===== config.mk =====
export PLATFORM = sky130hd
export DESIGN_NAME = calibration_table_interpolator
export DESIGN_NICKNAME = d
export VERILOG_FILES = /design/src/rtl/cti_pkg.sv /design/src/rtl/cti_front.sv /design/src/rtl/cti_queue.sv /design/src/rtl/cti_back.sv /design/src/rtl/calibration_table_interpolator.sv
export VERILOG_INCLUDE_DIRS = /design/src /design/src/rtl
export SDC_FILE = /design/constraint.sdc
export NUM_CORES = 1
export LEC_CHECK = 0
export BUFFER_PORTS_ARGS = -buffer_cell sky130_fd_sc_hd__buf_2
export CAP_MARGIN = 10
export CORE_ASPECT_RATIO = 1.25
export CORE_MARGIN = 2
export CORE_UTILIZATION = 50
export CTS_CLUSTER_SIZE = 16
export DETAILED_ROUTE_END_ITERATION = 8
export PLACE_DENSITY = 0.66
export SLEW_MARGIN = 20
export SYNTH_ARGS = -nofsm -noshare
export SYNTH_HDL_FRONTEND = slang
export SYNTH_SLANG_ARGS = --single-unit

===== constraint.sdc =====
create_clock -name clk_i -period 8.9 [get_ports clk_i]
set_input_delay 0.445 -clock clk_i [delete_from_list [all_inputs] [get_ports clk_i]]
set_output_delay 0.445 -clock clk_i [all_outputs]
set_load 0.005 [all_outputs]

===== src/rtl/calibration_table_interpolator_macros.svh =====
// assertion macros for the calibration table interpolator
// expects clk_i and rst_ni in the scope of the including module
`ifndef CALIBRATION_TABLE_INTERPOLATOR_MACROS_SVH
`define CALIBRATION_TABLE_INTERPOLATOR_MACROS_SVH

// same-cycle implication, disabled during reset
`define CTI_ASSERT_IMPL(lbl, ante, cons) \
  lbl: assert property (@(posedge clk_i) disable iff (!rst_ni) (ante) |-> (cons)) \
    else $error("cti assertion failed");

// next-cycle implication, disabled during reset
`define CTI_ASSERT_NEXT(lbl, ante, cons) \
  lbl: assert property (@(posedge clk_i) disable iff (!rst_ni) (ante) |=> (cons)) \
    else $error("cti assertion failed");

`endif


===== src/rtl/cti_pkg.sv =====
// types, constants and calibration tables of the calibration table interpolator
// no dependencies
package cti_pkg;

  localparam int IN_W       = 18;
  localparam int VAL_W      = 17;
  localparam int TABLE_LEN  = 15;
  localparam int SEG_W      = $clog2(TABLE_LEN);
  localparam int PROD_W     = 2 * VAL_W;
  localparam int CNT_W      = $clog2(PROD_W);
  localparam int QUEUE_DEPTH = 2;
  localparam int IN_TDATA_W  = ((IN_W + 7) / 8) * 8;
  localparam int OUT_TDATA_W = ((VAL_W + 7) / 8) * 8;
  localparam logic [VAL_W-1:0] MAX_OUT = 17'd95760;

  // opening in micrometres at each breakpoint
  localparam logic [VAL_W-1:0] OPEN_UM [TABLE_LEN] = '{
    17'd0,     17'd2100,  17'd4900,  17'd12280, 17'd18600,
    17'd23370, 17'd40900, 17'd53650, 17'd63080, 17'd71030,
    17'd78950, 17'd83850, 17'd88990, 17'd93300, 17'd95760
  };

  // actuator stroke at each breakpoint
  localparam logic [VAL_W-1:0] STROKE_PT [TABLE_LEN] = '{
    17'd0,   17'd20,  17'd40,  17'd60,  17'd80,
    17'd100, 17'd200, 17'd300, 17'd400, 17'd500,
    17'd600, 17'd700, 17'd800, 17'd900, 17'd1000
  };

  typedef enum logic {
    FUNC_OPEN_TO_STROKE = 1'b0,
    FUNC_STROKE_TO_OPEN = 1'b1
  } func_e;

  typedef enum logic {
    KIND_SAT = 1'b0,
    KIND_SEG = 1'b1
  } kind_e;

  typedef enum logic [1:0] {
    ST_IDLE,
    ST_MUL,
    ST_DIV,
    ST_DONE
  } state_e;

  // classified work item passed from front to back
  typedef struct packed {
    func_e             func;
    kind_e             kind;
    logic [VAL_W-1:0]  y0;
    logic [VAL_W-1:0]  dx;
    logic [VAL_W-1:0]  dy;
    logic [VAL_W-1:0]  den;
  } desc_t;

endpackage


===== src/rtl/cti_front.sv =====
// front end: range check and segment search against the calibration table
// depends on cti_pkg
module cti_front #(
  parameter int NUM_POINTS = 15
) (
  input  cti_pkg::func_e                     func_i,
  input  logic signed [cti_pkg::IN_W-1:0]    value_i,
  output cti_pkg::desc_t                     desc_o
);

  localparam int NPTS = (NUM_POINTS > cti_pkg::TABLE_LEN) ? cti_pkg::TABLE_LEN :
                        (NUM_POINTS < 2) ? 2 : NUM_POINTS;

  logic [cti_pkg::VAL_W-1:0] xs [cti_pkg::TABLE_LEN];
  logic [cti_pkg::VAL_W-1:0] ys [cti_pkg::TABLE_LEN];
  logic [cti_pkg::SEG_W-1:0] seg;
  logic [cti_pkg::SEG_W-1:0] seg_nx;
  logic [cti_pkg::IN_W-1:0]  dx_full;

  always_comb begin
    for (int k = 0; k < cti_pkg::TABLE_LEN; k++) begin
      if (func_i == cti_pkg::FUNC_STROKE_TO_OPEN) begin
        xs[k] = cti_pkg::STROKE_PT[k];
        ys[k] = cti_pkg::OPEN_UM[k];
      end else begin
        xs[k] = cti_pkg::OPEN_UM[k];
        ys[k] = cti_pkg::STROKE_PT[k];
      end
    end
  end

  // segment index is the count of inner breakpoints below the value
  always_comb begin
    seg = '0;
    for (int k = 1; k < NPTS - 1; k++) begin
      if (value_i > $signed({1'b0, xs[k]})) begin
        seg = seg + 1'b1;
      end
    end
  end

  assign seg_nx  = seg + 1'b1;
  assign dx_full = value_i - $signed({1'b0, xs[seg]});

  always_comb begin
    desc_o.func = func_i;
    desc_o.dx   = '0;
    desc_o.dy   = '0;
    desc_o.den  = '0;
    priority if (value_i <= $signed({1'b0, xs[0]})) begin
      desc_o.kind = cti_pkg::KIND_SAT;
      desc_o.y0   = ys[0];
    end else if (value_i >= $signed({1'b0, xs[NPTS-1]})) begin
      desc_o.kind = cti_pkg::KIND_SAT;
      desc_o.y0   = ys[NPTS-1];
    end else begin
      desc_o.kind = cti_pkg::KIND_SEG;
      desc_o.y0   = ys[seg];
      desc_o.dx   = dx_full[cti_pkg::VAL_W-1:0];
      desc_o.dy   = ys[seg_nx] - ys[seg];
      desc_o.den  = xs[seg_nx] - xs[seg];
    end
  end

endmodule


===== src/rtl/cti_queue.sv =====
// short queue of classified items between front and back
// depends on cti_pkg
module cti_queue (
  input  logic            clk_i,
  input  logic            rst_ni,
  input  logic            push_i,
  input  cti_pkg::desc_t  desc_i,
  output logic            full_o,
  input  logic            pop_i,
  output logic            empty_o,
  output cti_pkg::desc_t  desc_o
);

  localparam int PTR_W = $clog2(cti_pkg::QUEUE_DEPTH);
  localparam int CNT_W = $clog2(cti_pkg::QUEUE_DEPTH + 1);

  cti_pkg::desc_t   mem_q [cti_pkg::QUEUE_DEPTH];
  logic [PTR_W-1:0] wptr_q, wptr_d;
  logic [PTR_W-1:0] rptr_q, rptr_d;
  logic [CNT_W-1:0] cnt_q, cnt_d;

  assign full_o  = (cnt_q == CNT_W'(cti_pkg::QUEUE_DEPTH));
  assign empty_o = (cnt_q == '0);
  assign desc_o  = mem_q[rptr_q];

  always_comb begin
    wptr_d = wptr_q;
    rptr_d = rptr_q;
    cnt_d  = cnt_q;
    if (push_i) begin
      wptr_d = (wptr_q == PTR_W'(cti_pkg::QUEUE_DEPTH - 1)) ? '0 : wptr_q + 1'b1;
    end
    if (pop_i) begin
      rptr_d = (rptr_q == PTR_W'(cti_pkg::QUEUE_DEPTH - 1)) ? '0 : rptr_q + 1'b1;
    end
    if (push_i && !pop_i) begin
      cnt_d = cnt_q + 1'b1;
    end else if (pop_i && !push_i) begin
      cnt_d = cnt_q - 1'b1;
    end
  end

  always_ff @(posedge clk_i or negedge rst_ni) begin
    if (!rst_ni) begin
      wptr_q <= '0;
      rptr_q <= '0;
      cnt_q  <= '0;
    end else begin
      wptr_q <= wptr_d;
      rptr_q <= rptr_d;
      cnt_q  <= cnt_d;
    end
  end

  always_ff @(posedge clk_i) begin
    if (push_i) begin
      mem_q[wptr_q] <= desc_i;
    end
  end

endmodule


===== src/rtl/cti_back.sv =====
// back end: multiply, bit-serial restoring divide and output register
// depends on cti_pkg and calibration_table_interpolator_macros.svh
`include "calibration_table_interpolator_macros.svh"

module cti_back (
  input  logic                       clk_i,
  input  logic                       rst_ni,
  input  logic                       empty_i,
  input  cti_pkg::desc_t             desc_i,
  output logic                       pop_o,
  output logic                       out_valid_o,
  input  logic                       out_ready_i,
  output cti_pkg::func_e             out_func_o,
  output logic [cti_pkg::VAL_W-1:0]  out_value_o
);

  localparam int VAL_W  = cti_pkg::VAL_W;
  localparam int PROD_W = cti_pkg::PROD_W;
  localparam int CNT_W  = cti_pkg::CNT_W;

  cti_pkg::state_e   state_q, state_d;
  cti_pkg::desc_t    desc_q, desc_d;
  logic [PROD_W-1:0] pq_q, pq_d;
  logic [VAL_W-1:0]  rem_q, rem_d;
  logic [CNT_W-1:0]  cnt_q, cnt_d;
  logic              out_valid_q, out_valid_d;
  cti_pkg::func_e    out_func_q, out_func_d;
  logic [VAL_W-1:0]  out_value_q, out_value_d;
  logic [VAL_W:0]    rem_sh;
  logic [VAL_W:0]    rem_sub;

  assign rem_sh  = {rem_q, pq_q[PROD_W-1]};
  assign rem_sub = rem_sh - {1'b0, desc_q.den};

  always_comb begin
    state_d     = state_q;
    desc_d      = desc_q;
    pq_d        = pq_q;
    rem_d       = rem_q;
    cnt_d       = cnt_q;
    out_valid_d = out_valid_q;
    out_func_d  = out_func_q;
    out_value_d = out_value_q;
    pop_o       = 1'b0;

    if (out_valid_q && out_ready_i) begin
      out_valid_d = 1'b0;
    end

    unique case (state_q)
      cti_pkg::ST_IDLE: begin
        if (!empty_i) begin
          pop_o  = 1'b1;
          desc_d = desc_i;
          if (desc_i.kind == cti_pkg::KIND_SAT) begin
            pq_d    = '0;
            state_d = cti_pkg::ST_DONE;
          end else begin
            state_d = cti_pkg::ST_MUL;
          end
        end
      end
      cti_pkg::ST_MUL: begin
        pq_d    = PROD_W'(desc_q.dx) * PROD_W'(desc_q.dy);
        rem_d   = '0;
        cnt_d   = '0;
        state_d = cti_pkg::ST_DIV;
      end
      cti_pkg::ST_DIV: begin
        if (rem_sh >= {1'b0, desc_q.den}) begin
          rem_d = rem_sub[VAL_W-1:0];
          pq_d  = {pq_q[PROD_W-2:0], 1'b1};
        end else begin
          rem_d = rem_sh[VAL_W-1:0];
          pq_d  = {pq_q[PROD_W-2:0], 1'b0};
        end
        if (cnt_q == CNT_W'(PROD_W - 1)) begin
          state_d = cti_pkg::ST_DONE;
        end else begin
          cnt_d = cnt_q + 1'b1;
        end
      end
      cti_pkg::ST_DONE: begin
        if (!out_valid_q || out_ready_i) begin
          out_valid_d = 1'b1;
          out_func_d  = desc_q.func;
          out_value_d = desc_q.y0 + pq_q[VAL_W-1:0];
          state_d     = cti_pkg::ST_IDLE;
        end
      end
      default: begin
        state_d = cti_pkg::ST_IDLE;
      end
    endcase
  end

  always_ff @(posedge clk_i or negedge rst_ni) begin
    if (!rst_ni) begin
      state_q     <= cti_pkg::ST_IDLE;
      out_valid_q <= 1'b0;
      cnt_q       <= '0;
    end else begin
      state_q     <= state_d;
      out_valid_q <= out_valid_d;
      cnt_q       <= cnt_d;
    end
  end

  always_ff @(posedge clk_i) begin
    desc_q      <= desc_d;
    pq_q        <= pq_d;
    rem_q       <= rem_d;
    out_func_q  <= out_func_d;
    out_value_q <= out_value_d;
  end

  assign out_valid_o = out_valid_q;
  assign out_func_o  = out_func_q;
  assign out_value_o = out_value_q;

  `CTI_ASSERT_IMPL(a_rem_below_den, state_q == cti_pkg::ST_DIV, rem_q < desc_q.den)
  `CTI_ASSERT_IMPL(a_cnt_in_range, state_q == cti_pkg::ST_DIV, cnt_q < CNT_W'(PROD_W))
  `CTI_ASSERT_IMPL(a_quot_fits, state_q == cti_pkg::ST_DONE, pq_q[PROD_W-1:VAL_W] == '0)
  `CTI_ASSERT_NEXT(a_sat_skips_div, state_q == cti_pkg::ST_IDLE && pop_o && desc_i.kind == cti_pkg::KIND_SAT, state_q == cti_pkg::ST_DONE && pq_q == '0)
  `CTI_ASSERT_IMPL(a_out_in_range, out_valid_q, out_value_q <= cti_pkg::MAX_OUT)

endmodule


===== src/rtl/calibration_table_interpolator.sv =====
// Converts gripper finger opening (micrometres) to actuator stroke (0..1000) or back, through
// a 15-point calibration table with saturation at both ends and truncating linear interpolation.
// An item inside the table is picked up from the queue, multiplied, passed through 34 steps of the
// one-bit restoring divider and then loaded into the output register, which waits while a previous
// result is still held on the output. An item at or beyond either end skips the multiply and the
// divide: it is picked up from the queue and then loaded into the output register.
// The back end works on one item at a time and takes no new item until the last one is in the
// output register. A two-entry queue lets new items be accepted while the divider works and while
// a finished result waits on the output.
// depends on cti_pkg, cti_front, cti_queue, cti_back
module calibration_table_interpolator #(
  parameter int NUM_POINTS = 15
) (
  input  logic                                clk_i,
  input  logic                                rst_ni,
  input  logic                                s_axis_tvalid,
  output logic                                s_axis_tready,
  input  logic [cti_pkg::IN_TDATA_W-1:0]      s_axis_tdata,   // [17:0] in_value, signed
  input  logic                                s_axis_tuser,   // [0] func
  output logic                                m_axis_tvalid,
  input  logic                                m_axis_tready,
  output logic [cti_pkg::OUT_TDATA_W-1:0]     m_axis_tdata,   // [16:0] out_value
  output logic                                m_axis_tuser    // [0] out_func
);

  cti_pkg::desc_t            front_desc;
  cti_pkg::desc_t            queue_desc;
  logic                      queue_full;
  logic                      queue_empty;
  logic                      push;
  logic                      pop;
  cti_pkg::func_e            out_func;
  logic [cti_pkg::VAL_W-1:0] out_value;

  assign s_axis_tready = !queue_full;
  assign push          = s_axis_tvalid && s_axis_tready;

  cti_front #(
    .NUM_POINTS(NUM_POINTS)
  ) u_front (
    .func_i  (cti_pkg::func_e'(s_axis_tuser)),
    .value_i ($signed(s_axis_tdata[cti_pkg::IN_W-1:0])),
    .desc_o  (front_desc)
  );

  cti_queue u_queue (
    .clk_i   (clk_i),
    .rst_ni  (rst_ni),
    .push_i  (push),
    .desc_i  (front_desc),
    .full_o  (queue_full),
    .pop_i   (pop),
    .empty_o (queue_empty),
    .desc_o  (queue_desc)
  );

  cti_back u_back (
    .clk_i       (clk_i),
    .rst_ni      (rst_ni),
    .empty_i     (queue_empty),
    .desc_i      (queue_desc),
    .pop_o       (pop),
    .out_valid_o (m_axis_tvalid),
    .out_ready_i (m_axis_tready),
    .out_func_o  (out_func),
    .out_value_o (out_value)
  );

  assign m_axis_tuser = out_func;
  assign m_axis_tdata = {{(cti_pkg::OUT_TDATA_W - cti_pkg::VAL_W){1'b0}}, out_value};

endmodule


==> results of run 1 <==
-- layout make-up --
cell class / count / area (um2) / share of cell area, %
clock buffers: 28 / 679 / 1.90
clock inverters: 16 / 166 / 0.467
inverters: 361 / 1360 / 3.82
multi-input cells: 2164 / 18900 / 53.0
flip-flops and latches: 282 / 8400 / 23.6
well taps: 742 / 928 / 2.60
repair buffers: 669 / 5230 / 14.7
-- flip-flops by register name, indices dropped and copies added, names as in the netlist, 2 cells and up --
signal / cells
u_queue.cnt_q: 2
u_back.cnt_q: 6
u_back.rem_q: 17
u_back.state_q: 2
u_back.desc_q: 66
u_back.out_value_o: 17
u_back.pq_q: 34
u_queue.mem_q: 134
-- stage by stage --
step | TNS (ns) | cells | instance area (um2) | hold WS, ns | worst slack (ns)
floorplan | -134.71 | 2952 | 28600 | 0.149 | -2.68
global placement | -182.19 | 4115 | 33000 | 0.348 | -2.75
detailed placement | -215.62 | 4115 | 33000 | 0.354 | -3.05
CTS | -122.91 | 4216 | 34600 | 0.165 | -2.12
global route | -196.41 | 4262 | 35700 | 0.220 | -3.17
finish | -136.30 | 4262 | 35700 | 0.187 | -2.52
-- what timing repair did --
item | CTS | global route
buffers inserted | 55 | 50
endpoints found under the hold margin | 13 | 0
pin swaps | 57 | 115
setup endpoints to repair | 124 | 128
cloned | 1 | 0
hold buffers | 1 | 0
resized for setup | 76 | 152
-- per-layer routing --
layer | global-route usage [%] | share of wire, % | vias up
met5 | 0 | 0.015 | -
met4 | 12.7 | 4.4 | 2
met3 | 2.36 | 4.6 | 181
met2 | 54.0 | 51 | 749
met1 | 36.6 | 40 | 11895
li1 | - | - | 11243
-- cell usage in the layout (no fill, tap or decap), types with 27 or more instances in the layout --
| cell | count |
|---|---|
| xnor2_1 | 43 |
| clkbuf_16 | 27 |
| nor2b_1 | 32 |
| buf_6 | 27 |
| nor3_1 | 72 |
| buf_2 | 41 |
| a21oi_2 | 31 |
| ha_1 | 240 |
| nand2b_1 | 31 |
| nor2_1 | 158 |
| mux2_2 | 68 |
| nand3_1 | 39 |
| edfxtp_1 | 269 |
| o21ai_0 | 98 |
| a21oi_1 | 108 |
| nand2_1 | 326 |
| and2_1 | 108 |
| o21ai_2 | 28 |
| inv_1 | 351 |
| mux2i_1 | 29 |
| buf_4 | 581 |
| fa_1 | 212 |
-- how the worst max path moves through the flow --
| stage | slack, ns | depth (start not counted) | startpoint | end |
|---|---|---|---|---|
| floorplan | -2.68 | 75 | s_axis_tuser | u_queue.mem_q[0][33] |
| global placement | -2.75 | 66 | s_axis_tuser | u_queue.mem_q[0][33] |
| detailed placement | -3.05 | 66 | s_axis_tuser | u_queue.mem_q[1][32] |
| CTS | -2.12 | 66 | s_axis_tuser | u_queue.mem_q[0][33] |
| global route | -3.17 | 67 | s_axis_tuser | u_queue.mem_q[0][33] |
| finish | -2.52 | 67 | s_axis_tuser | u_queue.mem_q[0][33] |
-- critical path: cells and delay by family --
family,cells,cell delay (ns)
compound gates,26,3.75
fa+ha+maj,12,3.22
xor+xnor,3,0.78
simple gates,14,2.15
buf+inv,9,1.06
mux,3,0.42
-- cells by family (layout without fill, tap and decap cells) --
| group | after synthesis | after routing |
|---|---|---|
| AOI/OAI and AO/OA | 561 | 561 |
| xor gates and xnor gates | 96 | 96 |
| adders and majority gates | 471 | 471 |
| buffers and inverters | 506 | 1074 |
| DFF | 282 | 282 |
| muxes | 101 | 101 |
| other | 2 | 11 |
| and+or+nand+nor | 924 | 924 |
==> summary.md, run 1 <==
| Metric | Value |
|---|---|
| Syn Area/Cell | `9.54 um2` |
| Die area | `58,000 um2` |
| Hold Crit Start | `m_axis_tready` |
| CTS sink count | `282` |
| Die Ht | `269 um` |
| Post-Syn Area | `28,100 um2` |
| Reg2Reg Capture Point | `u_back.pq_q[33]` |
| Synth Area in Adders | `26.7%` |
| Hold EP | `u_back.out_valid_o` |
| DRT Wirelength | `88,000 um` |
| CTS tree | `built` |
| CP max FO | `9` |
| Die width | `216 um` |
| CP dominant cell by count | `ha_1` |
| Largest net degree at the start of global routing | `69` |
| Worst-path clk slew | `0.07 ns` |
| First DRT Iteration DRCs | `1,556` |
| Max_cap viols | `0` |
| Mux cell area share after synthesis | `3.95%` |
| CORE AREA | `55,700 um2` |
| Routed Antenna Nets | `0` |
| Synthesized instance count | `2,943` |
| Initial antenna violation count | `1` |
| IO buf count | `42` |
| DRC violations left | `0` |
| Wire per inst | `20.7 um` |
| Top-count cell post-synth | `inv_1` |
| Clk_lat worst skew | `0.54 ns` |
| RePlAce Congestion | `0.977` |
| CP Capture Type | `register` |
| Nets | `4,004` |
| Endpoints failing setup | `110` |
| Final core occ | `64.0%` |
| CP peak stage delay | `0.54 ns` |
| Number of buffers created by CTS | `26` |
| Largest family of logic cells by synthesized area | `adder cells` |
| Final worst slack | `-2.52 ns` |
| Ant diodes | `0` |
| Post-synth top cells | `inv_1 (361), nand2_1 (337), edfxtp_1 (269)` |
| Status | `finished, violations left` |
| Dominant cell type by area after synthesis | `edfxtp_1` |
| Worst Hold Path Cells | `3` |
| Post-Synth XOR/XNOR Area | `3.46%` |
| HPWL after detailed placement | `68,000 um` |
| Drt pass-1 iters | `7` |
| Area contributors post-synth | `edfxtp_1 (29%), fa_1 (15%), ha_1 (12%)` |
| #FFs+latches synth | `282` |
| Data required time of the worst path | `9.28 ns` |
| Layout cells sized above 1 | `28.7%` |
| Compound-cell area share of the yosys netlist | `13.0%` |
| Main synth FF type | `edfxtp_1` |
| Tcrit/Tclk final | `128%` |
| Total GRT Usage | `29.8%` |
| Crit start category | `primary input` |
| Seq/Total Area, Yosys | `29.9%` |
| Synth Warn # | `0` |
| Min Tclk post-route | `11.42 ns` |
| EDFF count, synth | `269` |
| Fillers | `4,542` |
| Post-synth top area share | `28.8%` |
| I/O Pins | `56` |
| Final hold violations | `0` |
| Num rows | `97` |
| Vias in the first global route | `24,848` |
| Worst EP arrival | `11.80 ns` |
| Netlist cell types | `99` |
| Vias | `24,070` |
| Slew @ Worst Pin | `1.01 ns` |
| Hold Crit Class | `primary input to register` |
| Slowest CP cell | `or4_1` |
| Fin. max-slew vios | `0` |
| Simple-Gate Fraction of Synth Area | `16.0%` |
| WS Path Type | `primary input to register` |
| H-tree levels | `1` |
| Maximum clock path buffer count | `3` |
| Worst rel slew slack | `31.9%` |
| R2R depth | `25` |
| RSZ-0062 raised after global routing | `true` |
| Reg2reg setup slack | `0.70 ns` |
| Initial core utilization | `50.4%` |
| Fmax | `87.6 MHz` |
| Crit Reg-Reg Startpoint | `u_back.desc_q[23]` |
| Root buffer cell | `clkbuf_16` |
| Clk_skew | `0.0187 ns` |
| Violated checks | `setup timing` |
| Grt ovf | `0` |
| First-pass GRT wire length | `136,000 um` |
| Async SR Flop Fraction | `4.61%` |
| Area growth, synth to finish | `27.1%` |
| Via density | `5.65` |
Power of run 1 is left out: the tool's default activity adds up to more than one toggle a clock period on the data nets, which glitch-free logic cannot reach.
==> inputs of run 2 (changes only) <==
- CAP_MARGIN: 10 -> 15
- PLACE_DENSITY: 0.66 -> 0.79
- clock period: 8.9 -> 9.3 ns (I/O delays scaled with it)
==> run 2 against run 1 <==
Die area did not move. Largest cell class unchanged. Clock-buffer cell count rose by 4. Final cell count fell by 2.6%. The flow still finishes with violations (setup timing). Sequential cell count did not move. Non-clock buffer count fell by 114. Final area fell by 4.2%. Register-to-register slack improved by 0.55 ns. Core utilization fell by 2.7 points. Clock skew fell by 0.0055 ns. First-iteration DRC count rose by 37%. Global-route usage fell by 2.1 points.
==> summary.md, run 2 (synthesized netlist as in run 1, its figures left out) <==
| Metric | Value |
|---|---|
| H-tree levels | `1` |
| Die area | `58,000 um2` |
| CP Capture Type | `register` |
| DRC violations left | `0` |
| Worst Hold Path Cells | `3` |
| IO buf count | `42` |
| Worst rel slew slack | `35.2%` |
| Routed Antenna Nets | `0` |
| Grt ovf | `0` |
| CORE AREA | `55,700 um2` |
| Maximum clock path buffer count | `3` |
| Vias in the first global route | `24,679` |
| Final core occ | `61.4%` |
| Tcrit/Tclk final | `122%` |
| Num rows | `97` |
| WS Path Type | `primary input to register` |
| Die Ht | `269 um` |
| GRT met2 Usage | `50.9%` |
| Reg2Reg Capture Point | `u_back.pq_q[33]` |
| Wire per inst | `19.4 um` |
| Fmax | `88.3 MHz` |
| Hold slack | `0.263 ns` |
| Largest register FFs | `134` |
| Clk_lat worst skew | `0.55 ns` |
| Crit start category | `primary input` |
| Min Tclk post-route | `11.32 ns` |
| Reg2reg setup slack | `1.25 ns` |
| CP dominant cell by count | `ha_1` |
| Regs by FF count | `u_queue.mem_q x134, u_back.desc_q x66, u_back.pq_q x34` |
| Largest reg by FF count | `u_queue.mem_q` |
| Critical Path Source | `s_axis_tuser` |
| Vias | `23,817` |
| CP peak stage delay | `0.40 ns` |
| Commonest cells after routing, fill and taps aside | `buf_4 (490), inv_1 (352), nand2_1 (332), edfxtp_1 (269), ha_1 (248)` |
| Die width | `216 um` |
| Endpoints failing setup | `80` |
| Initial core utilization | `50.4%` |
| Number of buffers created by CTS | `26` |
| Data required time of the worst path | `9.57 ns` |
| Crit Reg-Reg Startpoint | `u_back.desc_q[27]` |
| Status | `finished, violations left` |
| Total GRT Usage | `27.7%` |
| Final worst slack | `-2.02 ns` |
| R2R depth | `25` |
| Worst-path clk slew | `0.07 ns` |
| I/O Pins | `56` |
| Fin. max-slew vios | `0` |
| Slowest CP cell | `xnor3_2` |
| Slew @ Worst Pin | `0.971 ns` |
| Final hold violations | `0` |
| Fillers | `4,418` |
| Hold Crit Start | `m_axis_tready` |
| First DRT Iteration DRCs | `2,127` |
| RSZ-0062 raised after global routing | `true` |
| Nets | `3,891` |
| Clk_skew | `0.0132 ns` |
| Violated checks | `setup timing` |
| Via density | `5.74` |
| Area growth, synth to finish | `21.8%` |
| GR Util met3 | `2.37%` |
| Worst EP arrival | `11.60 ns` |
| Drt pass-1 iters | `6` |
| CTS tree | `built` |
| Ant diodes | `0` |
| Met1 usage | `32.9%` |
| Layout cells sized above 1 | `24.2%` |
| Root buffer cell | `clkbuf_16` |
| Max_cap viols | `0` |
| Hold Crit Class | `primary input to register` |
| Largest net degree at the start of global routing | `69` |
| Hold EP | `u_back.out_valid_o` |
| Non-Filler Instances | `4,151` |
| CTS sink count | `282` |
| RePlAce Congestion | `1.01` |
| Initial antenna violation count | `0` |
| Most common cell after layout, fill and taps aside | `buf_4` |
| HPWL after detailed placement | `60,100 um` |
| Global routing's busiest layer | `met2` |
| CP max FO | `5` |
| Dpl cells | `4,043` |
| DRT Wirelength | `80,500 um` |
| First-pass GRT wire length | `128,000 um` |
run 2: cell types whose count changed in the layout (fill, tap and decap cells not counted), moves of 6 or more:
cell	before	now
buf_6	27	11
a21oi_2	31	20
ha_1	240	248
a21boi_1	0	6
buf_4	581	490
a21oi_1	108	119
buf_12	13	7
o21ai_2	28	14
o21ai_1	18	33
a21boi_2	12	6
xnor2_2	12	6
nand2_1	326	332
ha_4	15	8
run 2: per-layer routing:
metal	part of all wire, %	up-vias
met1	38	11607
met5	0	-
met2	51	924
li1	-	11037
met4	5.4	0
met3	5.7	249
run 2: layout make-up:
| type | count | area (um2) | share of cell area [%] |
|---|---|---|---|
| Clock buffer | 32 | 673 | 1.97 |
| Clock inverter | 14 | 118 | 0.344 |
| Tap cell | 742 | 928 | 2.72 |
| Timing Repair inverter | 1 | 7.51 | 0.0220 |
| Inverter | 361 | 1360 | 3.98 |
| Timing Repair Buffer | 555 | 4250 | 12.4 |
| Sequential cell | 282 | 8400 | 24.6 |
| Multi-Input combinational cell | 2164 | 18400 | 53.9 |
run 2: worst max-delay path by stage:
| stage | to |
|---|---|
| floorplan | u_queue.mem_q[0][33] |
| CTS | u_queue.mem_q[0][33] |
| global route | u_queue.mem_q[1][33] |
| detailed placement | u_queue.mem_q[0][33] |
| finish | u_queue.mem_q[1][33] |
| global placement | u_queue.mem_q[0][15] |
run 2: per-stage QoR:
step                      setup WS, ns  cell area [um2]  setup TNS (ns)
after detailed placement         -2.44            32400         -146.21
after CTS                        -1.55            33900          -58.08
after global routing             -2.68            34200         -137.29
after global placement           -2.15            32400         -123.46
final                            -2.02            34200          -79.10
after floorplan                  -2.30            28600          -99.42
run 2: worst max-delay path, delay by kind of cell:
kind                       cells  cell delay (ns)
AOI/OAI and AO/OA             25             3.18
muxes                          2             0.32
and+or+nand+nor               15             2.08
buffers and inverters         11             1.28
adders and majority gates     12             3.46
xor gates and xnor gates       3             0.78
run 2: what timing repair did:
action / in CTS / in global routing
buffers inserted: 49 / 10
gates resized for setup: 79 / 35
pin swaps: 67 / 40
cloned: 3 / 0
endpoints found under the setup margin: 86 / 116
hold buffers: 1 / 0
hold endpoints to repair: 13 / 0
Power of run 2 is left out for the same reason.
